## src/design/pbp_pkg.sv

```systemverilog
package pbp_pkg;

  localparam int unsigned FramesDefault = 32;
  localparam int unsigned MaxTablesDefault = 10;
  localparam int unsigned CfgW = 6;
  localparam int unsigned ActW = 3;
  localparam int unsigned TblW = 4;
  localparam int unsigned PageW = 32;
  localparam int unsigned StatW = 4;
  localparam int unsigned FrIdxW = 5;
  localparam int unsigned PinW = 8;
  localparam logic [CfgW-1:0] CfgReset = 6'd32;
  localparam logic [PinW-1:0] PinMax = 8'd255;

  typedef enum logic [ActW-1:0] {
    ACT_FETCH = 3'd0,
    ACT_UNPIN = 3'd1,
    ACT_UNPIN_DIRTY = 3'd2,
    ACT_CLOSE = 3'd3,
    ACT_FLUSH = 3'd4
  } action_e;

  typedef enum logic [StatW-1:0] {
    ST_HIT = 4'd0,
    ST_FILLED = 4'd1,
    ST_EVICT_CLEAN = 4'd2,
    ST_EVICT_DIRTY = 4'd3,
    ST_ALL_PINNED = 4'd4,
    ST_UNPINNED = 4'd5,
    ST_NOT_RESIDENT = 4'd6,
    ST_WRITEBACK = 4'd7,
    ST_DONE = 4'd8
  } status_e;

  typedef enum logic [2:0] {
    S_IDLE,
    S_MATCH,
    S_DECIDE,
    S_VICTIM,
    S_WALK
  } state_e;

  // Controller to datapath.
  typedef struct packed {
    logic capture;     // latch the input beat
    logic match;       // mark the tag compare state
    logic do_fetch;    // apply fetch outcome and emit
    logic do_unpin;    // apply unpin and emit
    logic scan_clr;    // reset victim/walk pointer, register tag match result
    logic scan_step;   // one frame of victim search
    logic walk_step;   // one frame of close/flush walk
    logic emit_done;   // emit a plain done
  } ctl_t;

  // Datapath to controller.
  typedef struct packed {
    logic bad_tbl;
    logic hit;
    logic can_fill;
    logic scan_last;
    logic walk_last;
  } sts_t;

endpackage

```

## src/design/page_buffer_pool_lru_pin_unit.sv

```systemverilog
// Channel   Direction  Handshake               Payload
// command   in         start_i, busy_o         action_i, table_ident_i, page_number_i
// result    out        result_valid_o strobe   status_o, frame_index_o, victim_table_o,
//                                              victim_page_o, last_result_o
// config    in         cfg_valid_i, cfg_ready_o  cfg_data_i (frames_in_use)
//
// A command is taken when start_i is high and busy_o is low; one at a time.
// Unpins and fetches that hit, fill or name a bad table pass through the match
// and decide states and then strobe their registered result; unused action codes
// strobe a done beat from the match state. A fetch that must evict first scans
// every frame, one per cycle. Close-table and flush-all walk every frame once,
// one per cycle, strobe one write-back beat per dirty frame that they cover and
// a final done beat.
// Reset empties the pool at once. Results cannot be stalled.
module page_buffer_pool_lru_pin_unit
  import pbp_pkg::*;
#(
  parameter int unsigned Frames = FramesDefault,
  parameter int unsigned MaxTables = MaxTablesDefault
) (
  input  logic              clk_i,
  input  logic              rst_ni,
  input  logic              start_i,
  output logic              busy_o,
  input  logic [ActW-1:0]   action_i,
  input  logic [TblW-1:0]   table_ident_i,
  input  logic [PageW-1:0]  page_number_i,
  output logic              result_valid_o,
  output logic [StatW-1:0]  status_o,
  output logic [FrIdxW-1:0] frame_index_o,
  output logic [TblW-1:0]   victim_table_o,
  output logic [PageW-1:0]  victim_page_o,
  output logic              last_result_o,
  input  logic              cfg_valid_i,
  output logic              cfg_ready_o,
  input  logic [CfgW-1:0]   cfg_data_i
);

  ctl_t ctl;
  sts_t sts;
  logic [CfgW-1:0] fiu_q;

  // The limit register takes a beat only while no command is running or starting.
  assign cfg_ready_o = !busy_o && !start_i;

  always_ff @(posedge clk_i or negedge rst_ni) begin
    if (!rst_ni) begin
      fiu_q <= CfgReset;
    end else if (cfg_valid_i && cfg_ready_o) begin
      fiu_q <= cfg_data_i;
    end
  end

  pbp_ctrl u_ctrl (
    .clk_i    (clk_i),
    .rst_ni   (rst_ni),
    .start_i  (start_i),
    .action_i (action_i),
    .sts_i    (sts),
    .ctl_o    (ctl),
    .busy_o   (busy_o)
  );

  pbp_dp #(
    .Frames    (Frames),
    .MaxTables (MaxTables)
  ) u_dp (
    .clk_i           (clk_i),
    .rst_ni          (rst_ni),
    .ctl_i           (ctl),
    .action_i        (action_i),
    .table_ident_i   (table_ident_i),
    .page_number_i   (page_number_i),
    .frames_in_use_i (fiu_q),
    .sts_o           (sts),
    .result_valid_o  (result_valid_o),
    .status_o        (status_o),
    .frame_index_o   (frame_index_o),
    .victim_table_o  (victim_table_o),
    .victim_page_o   (victim_page_o),
    .last_result_o   (last_result_o)
  );

endmodule

```

## src/design/pbp_ctrl.sv

```systemverilog
module pbp_ctrl
  import pbp_pkg::*;
(
  input  logic            clk_i,
  input  logic            rst_ni,
  input  logic            start_i,
  input  logic [ActW-1:0] action_i,
  input  sts_t            sts_i,
  output ctl_t            ctl_o,
  output logic            busy_o
);

  state_e state_q, state_d;
  logic [ActW-1:0] act_q;

  always_ff @(posedge clk_i or negedge rst_ni) begin
    if (!rst_ni) begin
      state_q <= S_IDLE;
      act_q <= '0;
    end else begin
      state_q <= state_d;
      if (start_i && state_q == S_IDLE) begin
        act_q <= action_i;
      end
    end
  end

  always_comb begin
    state_d = state_q;
    ctl_o = '0;
    busy_o = (state_q != S_IDLE);
    case (state_q)
      S_IDLE: begin
        if (start_i) begin
          ctl_o.capture = 1'b1;
          state_d = S_MATCH;
        end
      end
      S_MATCH: begin
        ctl_o.match = 1'b1;
        ctl_o.scan_clr = 1'b1;
        if (act_q == ACT_CLOSE || act_q == ACT_FLUSH) begin
          state_d = S_WALK;
        end else if (act_q == ACT_FETCH || act_q == ACT_UNPIN ||
                     act_q == ACT_UNPIN_DIRTY) begin
          state_d = S_DECIDE;
        end else begin
          ctl_o.emit_done = 1'b1;
          state_d = S_IDLE;
        end
      end
      S_DECIDE: begin
        if (act_q == ACT_FETCH) begin
          if (sts_i.bad_tbl || sts_i.hit || sts_i.can_fill) begin
            ctl_o.do_fetch = 1'b1;
            state_d = S_IDLE;
          end else begin
            state_d = S_VICTIM;
          end
        end else begin
          ctl_o.do_unpin = 1'b1;
          state_d = S_IDLE;
        end
      end
      S_VICTIM: begin
        if (sts_i.scan_last) begin
          ctl_o.do_fetch = 1'b1;
          state_d = S_IDLE;
        end else begin
          ctl_o.scan_step = 1'b1;
        end
      end
      S_WALK: begin
        ctl_o.walk_step = 1'b1;
        if (sts_i.walk_last) begin
          state_d = S_IDLE;
        end
      end
      default: state_d = S_IDLE;
    endcase
  end

`ifndef SYNTHESIS
  a_one_cmd: assert property (@(posedge clk_i) disable iff (!rst_ni)
    !(ctl_o.do_fetch && ctl_o.do_unpin)) else $error("two commands");
  a_busy: assert property (@(posedge clk_i) disable iff (!rst_ni)
    (start_i && !busy_o) |=> busy_o) else $error("busy not raised");
  a_idle_quiet: assert property (@(posedge clk_i) disable iff (!rst_ni)
    !busy_o |-> !(ctl_o.walk_step || ctl_o.scan_step)) else $error("idle work");
`endif

endmodule

```

## src/design/pbp_dp.sv

```systemverilog
module pbp_dp
  import pbp_pkg::*;
#(
  parameter int unsigned Frames = FramesDefault,
  parameter int unsigned MaxTables = MaxTablesDefault
) (
  input  logic              clk_i,
  input  logic              rst_ni,
  input  ctl_t              ctl_i,
  input  logic [ActW-1:0]   action_i,
  input  logic [TblW-1:0]   table_ident_i,
  input  logic [PageW-1:0]  page_number_i,
  input  logic [CfgW-1:0]   frames_in_use_i,
  output sts_t              sts_o,
  output logic              result_valid_o,
  output logic [StatW-1:0]  status_o,
  output logic [FrIdxW-1:0] frame_index_o,
  output logic [TblW-1:0]   victim_table_o,
  output logic [PageW-1:0]  victim_page_o,
  output logic              last_result_o
);

  localparam int unsigned IdxW = (Frames > 1) ? $clog2(Frames) : 1;
  localparam int unsigned CntW = $clog2(Frames + 1);

  logic [Frames-1:0]    valid_q, dirty_q;
  logic [TblW-1:0]      tbl_q [Frames];
  logic [PageW-1:0]     page_q [Frames];
  logic [PinW-1:0]      pins_q [Frames];
  logic [IdxW-1:0]      rank_q [Frames];
  logic [CntW-1:0]      filled_q;

  logic [ActW-1:0]      act_q;
  logic [TblW-1:0]      in_tbl_q;
  logic [PageW-1:0]     in_page_q;
  logic                 hit_q;
  logic [IdxW-1:0]      hit_idx_q;

  logic [IdxW:0]        ptr_q;
  logic                 vfound_q;
  logic [IdxW-1:0]      vidx_q;

  logic                 rv_q, rv_d, last_q;
  logic [StatW-1:0]     st_q;
  logic [FrIdxW-1:0]    fr_q;
  logic [TblW-1:0]      vt_q;
  logic [PageW-1:0]     vp_q;

  logic [Frames-1:0]    match_c;
  logic                 hit_c;
  logic [IdxW-1:0]      hit_idx_c;
  logic [CntW-1:0]      lim_c;
  logic                 bad_c;
  logic [IdxW-1:0]      ptr_idx;
  logic                 walk_end;

  assign ptr_idx = ptr_q[IdxW-1:0];
  assign bad_c = (in_tbl_q == '0) || (in_tbl_q > TblW'(MaxTables));

  always_comb begin
    if (frames_in_use_i == '0) begin
      lim_c = CntW'(1);
    end else if ({26'd0, frames_in_use_i} > 32'(Frames)) begin
      lim_c = CntW'(Frames);
    end else begin
      lim_c = CntW'(frames_in_use_i);
    end
  end

  // Associative tag compare, one comparator per frame.
  always_comb begin
    hit_c = 1'b0;
    hit_idx_c = '0;
    for (int i = 0; i < Frames; i++) begin
      match_c[i] = valid_q[i] && tbl_q[i] == in_tbl_q && page_q[i] == in_page_q;
    end
    for (int i = Frames - 1; i >= 0; i--) begin
      if (match_c[i]) begin
        hit_c = 1'b1;
        hit_idx_c = IdxW'(i);
      end
    end
  end

  // The walk visits frames 0 to Frames-1 and spends one more step on the done beat.
  assign walk_end = (ptr_q == (IdxW+1)'(Frames));

  assign sts_o.bad_tbl = bad_c;
  assign sts_o.hit = hit_q;
  assign sts_o.can_fill = filled_q < lim_c;
  assign sts_o.scan_last = (ptr_q == (IdxW+1)'(Frames));
  assign sts_o.walk_last = walk_end;

  // Touch helper: rank of frame f goes to 0, younger valid frames age by one.
  logic           tch_en;
  logic [IdxW-1:0] tch_f;
  logic [IdxW:0]   tch_r;
  logic           walk_sel;

  always_comb begin
    tch_en = 1'b0;
    tch_f = '0;
    tch_r = '0;
    if (ctl_i.do_fetch && !bad_c) begin
      if (hit_q) begin
        tch_en = 1'b1;
        tch_f = hit_idx_q;
        tch_r = {1'b0, rank_q[hit_idx_q]};
      end else if (filled_q < lim_c) begin
        tch_en = 1'b1;
        tch_f = IdxW'(filled_q);
        tch_r = (IdxW+1)'(Frames);
      end else if (vfound_q) begin
        tch_en = 1'b1;
        tch_f = vidx_q;
        tch_r = {1'b0, rank_q[vidx_q]};
      end
    end
    walk_sel = ctl_i.walk_step && !walk_end && valid_q[ptr_idx] &&
               (act_q == ACT_FLUSH || tbl_q[ptr_idx] == in_tbl_q);
  end

  assign rv_d = ctl_i.do_fetch || ctl_i.do_unpin || ctl_i.emit_done ||
                (ctl_i.walk_step && ((walk_sel && dirty_q[ptr_idx]) || walk_end));

  always_ff @(posedge clk_i or negedge rst_ni) begin
    if (!rst_ni) begin
      valid_q <= '0;
      dirty_q <= '0;
      filled_q <= '0;
      rv_q <= 1'b0;
      ptr_q <= '0;
      vfound_q <= 1'b0;
      for (int i = 0; i < Frames; i++) begin
        pins_q[i] <= '0;
        rank_q[i] <= '0;
      end
    end else begin
      rv_q <= rv_d;
      if (ctl_i.scan_clr) begin
        ptr_q <= '0;
        vfound_q <= 1'b0;
      end
      if (ctl_i.scan_step) begin
        ptr_q <= ptr_q + 1'b1;
        if (valid_q[ptr_idx] && pins_q[ptr_idx] == '0 &&
            (!vfound_q || rank_q[ptr_idx] > rank_q[vidx_q])) begin
          vfound_q <= 1'b1;
        end
      end
      if (tch_en) begin
        for (int i = 0; i < Frames; i++) begin
          if (IdxW'(i) != tch_f && valid_q[i] && {1'b0, rank_q[i]} < tch_r) begin
            rank_q[i] <= rank_q[i] + 1'b1;
          end
        end
        rank_q[tch_f] <= '0;
      end
      if (ctl_i.do_fetch) begin
        if (!bad_c && hit_q) begin
          if (pins_q[hit_idx_q] != PinMax) begin
            pins_q[hit_idx_q] <= pins_q[hit_idx_q] + 1'b1;
          end
        end else if (!bad_c && filled_q < lim_c) begin
          filled_q <= filled_q + 1'b1;
          valid_q[IdxW'(filled_q)] <= 1'b1;
          dirty_q[IdxW'(filled_q)] <= 1'b0;
          pins_q[IdxW'(filled_q)] <= PinW'(1);
        end else if (!bad_c && vfound_q) begin
          dirty_q[vidx_q] <= 1'b0;
          pins_q[vidx_q] <= PinW'(1);
        end
      end
      if (ctl_i.do_unpin) begin
        if (hit_q) begin
          if (pins_q[hit_idx_q] != '0) begin
            pins_q[hit_idx_q] <= pins_q[hit_idx_q] - 1'b1;
          end
          if (act_q == ACT_UNPIN_DIRTY) begin
            dirty_q[hit_idx_q] <= 1'b1;
          end
        end
      end
      if (ctl_i.walk_step) begin
        ptr_q <= ptr_q + 1'b1;
        if (walk_sel) begin
          dirty_q[ptr_idx] <= 1'b0;
          if (act_q == ACT_CLOSE) begin
            pins_q[ptr_idx] <= '0;
          end
        end
      end
    end
  end

  // Payload registers: no reset.
  always_ff @(posedge clk_i) begin
    if (ctl_i.capture) begin
      act_q <= action_i;
      in_tbl_q <= table_ident_i;
      in_page_q <= page_number_i;
    end
    if (ctl_i.scan_clr) begin
      hit_q <= hit_c;
      hit_idx_q <= hit_idx_c;
    end
    if (ctl_i.scan_step && valid_q[ptr_idx] && pins_q[ptr_idx] == '0 &&
        (!vfound_q || rank_q[ptr_idx] > rank_q[vidx_q])) begin
      vidx_q <= ptr_idx;
    end
    if (ctl_i.do_fetch && !bad_c && !hit_q) begin
      if (filled_q < lim_c) begin
        tbl_q[IdxW'(filled_q)] <= in_tbl_q;
        page_q[IdxW'(filled_q)] <= in_page_q;
      end else if (vfound_q) begin
        tbl_q[vidx_q] <= in_tbl_q;
        page_q[vidx_q] <= in_page_q;
      end
    end
    if (ctl_i.do_fetch) begin
      last_q <= 1'b1;
      if (bad_c) begin
        st_q <= ST_NOT_RESIDENT;
        fr_q <= '0;
        vt_q <= '0;
        vp_q <= '0;
      end else if (hit_q) begin
        st_q <= ST_HIT;
        fr_q <= FrIdxW'(hit_idx_q);
        vt_q <= '0;
        vp_q <= '0;
      end else if (filled_q < lim_c) begin
        st_q <= ST_FILLED;
        fr_q <= FrIdxW'(filled_q);
        vt_q <= '0;
        vp_q <= '0;
      end else if (!vfound_q) begin
        st_q <= ST_ALL_PINNED;
        fr_q <= '0;
        vt_q <= '0;
        vp_q <= '0;
      end else if (dirty_q[vidx_q]) begin
        st_q <= ST_EVICT_DIRTY;
        fr_q <= FrIdxW'(vidx_q);
        vt_q <= tbl_q[vidx_q];
        vp_q <= page_q[vidx_q];
      end else begin
        st_q <= ST_EVICT_CLEAN;
        fr_q <= FrIdxW'(vidx_q);
        vt_q <= '0;
        vp_q <= '0;
      end
    end
    if (ctl_i.do_unpin) begin
      last_q <= 1'b1;
      vt_q <= '0;
      vp_q <= '0;
      st_q <= hit_q ? ST_UNPINNED : ST_NOT_RESIDENT;
      fr_q <= hit_q ? FrIdxW'(hit_idx_q) : '0;
    end
    if (ctl_i.emit_done) begin
      last_q <= 1'b1;
      st_q <= ST_DONE;
      fr_q <= '0;
      vt_q <= '0;
      vp_q <= '0;
    end
    if (ctl_i.walk_step) begin
      if (walk_sel && dirty_q[ptr_idx]) begin
        last_q <= 1'b0;
        st_q <= ST_WRITEBACK;
        fr_q <= FrIdxW'(ptr_idx);
        vt_q <= tbl_q[ptr_idx];
        vp_q <= page_q[ptr_idx];
      end else begin
        last_q <= 1'b1;
        st_q <= ST_DONE;
        fr_q <= '0;
        vt_q <= '0;
        vp_q <= '0;
      end
    end
  end

  assign result_valid_o = rv_q;
  assign status_o = st_q;
  assign frame_index_o = fr_q;
  assign victim_table_o = vt_q;
  assign victim_page_o = vp_q;
  assign last_result_o = last_q;

`ifndef SYNTHESIS
  a_fill_bound: assert property (@(posedge clk_i) disable iff (!rst_ni)
    filled_q <= CntW'(Frames)) else $error("fill count overflow");
  a_onehot_hit: assert property (@(posedge clk_i) disable iff (!rst_ni)
    ctl_i.match |-> $onehot0(match_c)) else $error("duplicate tag");
  a_fill_grow: assert property (@(posedge clk_i) disable iff (!rst_ni)
    filled_q != $past(filled_q) |-> filled_q == $past(filled_q) + 1'b1)
    else $error("fill count jump");
`endif

endmodule

```

## config.mk

```make
export PLATFORM = sky130hd
export DESIGN_NAME = page_buffer_pool_lru_pin_unit
export DESIGN_NICKNAME = d
export VERILOG_FILES = /design/src/design/pbp_pkg.sv /design/src/design/page_buffer_pool_lru_pin_unit.sv /design/src/design/pbp_ctrl.sv /design/src/design/pbp_dp.sv
export SDC_FILE = /design/constraint.sdc
export NUM_CORES = 2
export LEC_CHECK = 0
export ABC_AREA = 1
export BUFFER_PORTS_ARGS = -buffer_cell sky130_fd_sc_hd__buf_2
export CELL_PAD_IN_SITES_DETAIL_PLACEMENT = 1
export CELL_PAD_IN_SITES_GLOBAL_PLACEMENT = 2
export CORE_MARGIN = 2
export CORE_UTILIZATION = 35
export DETAILED_ROUTE_END_ITERATION = 7
export MAX_ROUTING_LAYER = met4
export PLACE_DENSITY_LB_ADDON = 0.1
export SLEW_MARGIN = 30
export SYNTH_ARGS = -nofsm -noshare
export SYNTH_HDL_FRONTEND = slang
export SYNTH_SLANG_ARGS = --single-unit
export TNS_END_PERCENT = 1
```

## constraint.sdc

```tcl
create_clock -name clk_i -period 18.65 [get_ports clk_i]
set_clock_uncertainty 0.2 [all_clocks]
set_input_delay 0.9325 -clock clk_i [delete_from_list [all_inputs] [get_ports clk_i]]
set_output_delay 0.9325 -clock clk_i [all_outputs]
set_load 0.02 [all_outputs]
```

==> flow_summary.yaml <==
worst_hold_path:
  hold_class: "input pin to flop"
power:
  powerDensity_mw_per_mm2: 131
  ir_drop_v: 0.000138
  p_leak_uw: 0.0467
synthesis:
  synth_top_cell_area_share_pct: 33.9
  synth_most_common_cell: "o21ai_0"
  ys_async_sr_fraction_pct: 28.8
  synthFlopType: "edfxtp_1"
  synth_largest_area_cell: "edfxtp_1"
  synth-seq-area-share_pct: 45.5
  synth_edf_count: 1248
  synth_nets: 13800
  ys_seq_elements: 1759
  synthTopCellsByArea: "edfxtp_1, dfrtp_1, o21ai_0"
  yosysWarningCount: 0
  synth_common_cells: "o21ai_0, a21oi_1, nand2_1"
  syn_inst: 13600
  syn_area_mm2: 0.110
  syn_avg_cell_area_um2: 8.15
  synth.distinct_cells: 82
cells_and_area:
  nets: 13600
  drive_above_1_share_pct: 7.74
  multiInputGateArea_mm2: 0.0518
  fill_cells: 37100
  fin_cells: 17700
  areaGrowthSynthToFinish_pct: 12.1
  layout.area.seq_mm2: 0.0503
global_routing:
  grt_max_degree: 177
  antenna_found_initial: 56
  grt_first_pass_wirelength_mm: 974
  grt_pass1_vias: 112000
  grt_usage_pct: 45.3
  grt_overflow: 0
routing:
  vias: 118000
  firstDrtPassIters: 8
  wl_mm: 725
  drc_errors: 0
  via_per_inst: 6.66
  drt_iter0_markers: 17700
  drtAntennaViolNets: 0
  post_drt_wl_per_cell_um: 40.9
worst_setup_path:
  crit_path_max_fanout: 85
  cp.required_ps: 19230
  cp-end-kind: "flop"
  crit_type: "flop to flop"
  worstPathArrival_ps: 8050
  critPathLaunchType: "flop"
  r2r_slack_ps: 11170
timing:
  hold_viol: 0
  finalCritPeriodShare_pct: 40.1
  rsz0062_at_grt: "no"
  tightest_slew_ps: 1170
  setup_viol: 0
  final.min_clock_period_ps: 7480
  drv_slew: 0
  fin_tns_setup_ps: 0
  clock.fmax_ghz: 0.134
  slew_headroom_pct: 21.0
place:
  port-buffer-count: 97
  dpl.cell_count: 17200
  place_congestion: 1.04
  hpwl_mm: 514
cts:
  cts-resized-gates: 0
  cts_setup_buffers: 0
  cts-root-buf: "clkbuf_16"
  cts_buffer_depth: 4
  h-tree-depth: 4
  numCtsBuffers: 226
  clkSlewWorstSetupHoldPaths_ps: 60
  cts_hold_buf: 37
  cts_tree: "done"
  cts_sinks: 1759
  insertion_delay_ps: 980
floorplanning:
  die-area_mm2: 0.320
  core_mm2: 0.314
  start_util_pct: 35.1
  io-pin-count: 98
  rows: 206
  die_x_um: 566
  die_h_um: 566
run_status:
  status: "completed"
flow_run:
  maxCapViolCount: 0
==> cells by family after synthesis <==
group / share of synthesized area [%]
flops: 45.5
xor+xnor: 3.06
mux: 0.0306
fa+ha+maj: 2.05
simple gates: 14.9
buf+inv: 8.21
compound gates: 26.3
==> critical path: stages, from the launching register on <==
cell,delay [ps]
dfrtp_4,640
inv_8,470
buf_12,470
buf_4,610
a21oi_1,140
o21ai_0,110
a21oi_1,90
a21o_1,250
a211oi_1,560
nand2_1,180
xor2_1,210
o41ai_2,870
nand2_2,570
nor2_1,400
inv_1,440
nor3_2,610
a21oi_1,80
o21ai_0,110
a221oi_1,70
==> routing by layer <==
layer  routed length [µm]  track usage, %  part of all wire [%]
met1               284000            57.2                    39
met2               302000            63.6                    42
met3                80500            11.2                    11
met4                59100            30.6                   8.1
met5                    0               -                     0
==> stage by stage <==
stage	power, µW	hold slack, ps	setup slack [ps]	cell area [µm²]	util [%]
3_5_place_dp	11400	287	11320	116000	36.9
4_1_cts	16000	9.07	11250	124000	39.3
3_3_place_gp	11400	279	11040	116000	36.8
6_report	16300	49.4	11170	124000	39.4
5_1_grt	16500	55.1	10800	124000	39.4
2_1_floorplan	7980	220	11900	110000	-
==> registers in the layout, summed over array words and instances (netlist names), 3 cells and up, named ones only <==
| register | cells |
|---|---|
| u_dp.victim_table_o | 4 |
| u_dp.hit_idx_q | 5 |
| u_dp.pins_q | 256 |
| u_dp.rank_q | 160 |
| u_dp.in_tbl_q | 4 |
| u_dp.act_q | 3 |
| u_ctrl.state_q | 3 |
| u_ctrl.act_q | 3 |
| u_dp.ptr_q | 6 |
| u_dp.page_q | 1024 |
| fiu_q | 6 |
| u_dp.status_o | 4 |
| u_dp.filled_q | 6 |
| u_dp.vidx_q | 5 |
| u_dp.valid_q | 32 |
| u_dp.in_page_q | 32 |
| u_dp.dirty_q | 32 |
| u_dp.tbl_q | 128 |
| u_dp.frame_index_o | 5 |
| u_dp.victim_page_o | 32 |
==> layout by cell type (no fill, tap or decap), types with 34 or more instances in the layout <==
master | synthesis | routed
clkinv_2 | 0 | 50
xnor2_1 | 283 | 279
o2111ai_1 | 78 | 77
a22oi_1 | 56 | 56
nor2_4 | 11 | 55
clkbuf_1 | 602 | 35
nand2_1 | 1487 | 1479
o31ai_1 | 41 | 41
a211oi_1 | 37 | 37
a22o_1 | 93 | 93
o22ai_1 | 669 | 668
or4_1 | 43 | 43
dlygate4sd3_1 | 0 | 37
nor2_1 | 1002 | 954
dfrtp_1 | 505 | 503
buf_4 | 8 | 312
o21ai_0 | 1949 | 1910
o21ai_1 | 68 | 101
nand3_1 | 648 | 648
clkinv_1 | 19 | 56
xor2_1 | 95 | 92
nor3_1 | 164 | 158
inv_1 | 1344 | 1328
a221oi_1 | 92 | 92
edfxtp_1 | 1248 | 1248
nand4_1 | 127 | 127
a21oi_1 | 1663 | 1661
inv_2 | 50 | 64
diode_2 | 0 | 45
clkbuf_16 | 0 | 226
nor4_1 | 143 | 139
ha_1 | 181 | 181
o211ai_1 | 206 | 206
buf_2 | 124 | 96
o221ai_1 | 35 | 35
nor2_2 | 30 | 34
==> report_power, final <==
| part | switching, µW | leakage (µW) | internal, µW |
|---|---|---|---|
| Clock | 2000 | 0.00360 | 2590 |
| Sequential | 336 | 0.0183 | 4590 |
| Combinational | 5320 | 0.0248 | 1420 |
==> layout make-up <==
class,instances,area share [%]
inverter,1414,4.32
clock buffer,285,4.94
antenna,45,0.0909
sequential,1759,40.6
clock inverter,128,0.965
timing repair buffer,477,3.09
tap,4160,4.20
multi-input combinational,9449,41.8
==> path summary, 6_finish.rpt <==
path,end,from,depth (start not counted)
worst min register to register,u_dp.filled_q[5],u_dp.filled_q[5],1
worst max-delay path,u_dp.pins_q[47],u_dp.ptr_q[0],18
worst max register to register,u_dp.pins_q[47],u_dp.ptr_q[0],18
min in group asynchronous,u_dp.rank_q[146],rst_ni,2
worst min-delay path,fiu_q[4],cfg_data_i[4],2
max in group asynchronous,u_dp.pins_q[57],rst_ni,6
Note: power is estimated with default switching activity, not from simulation.
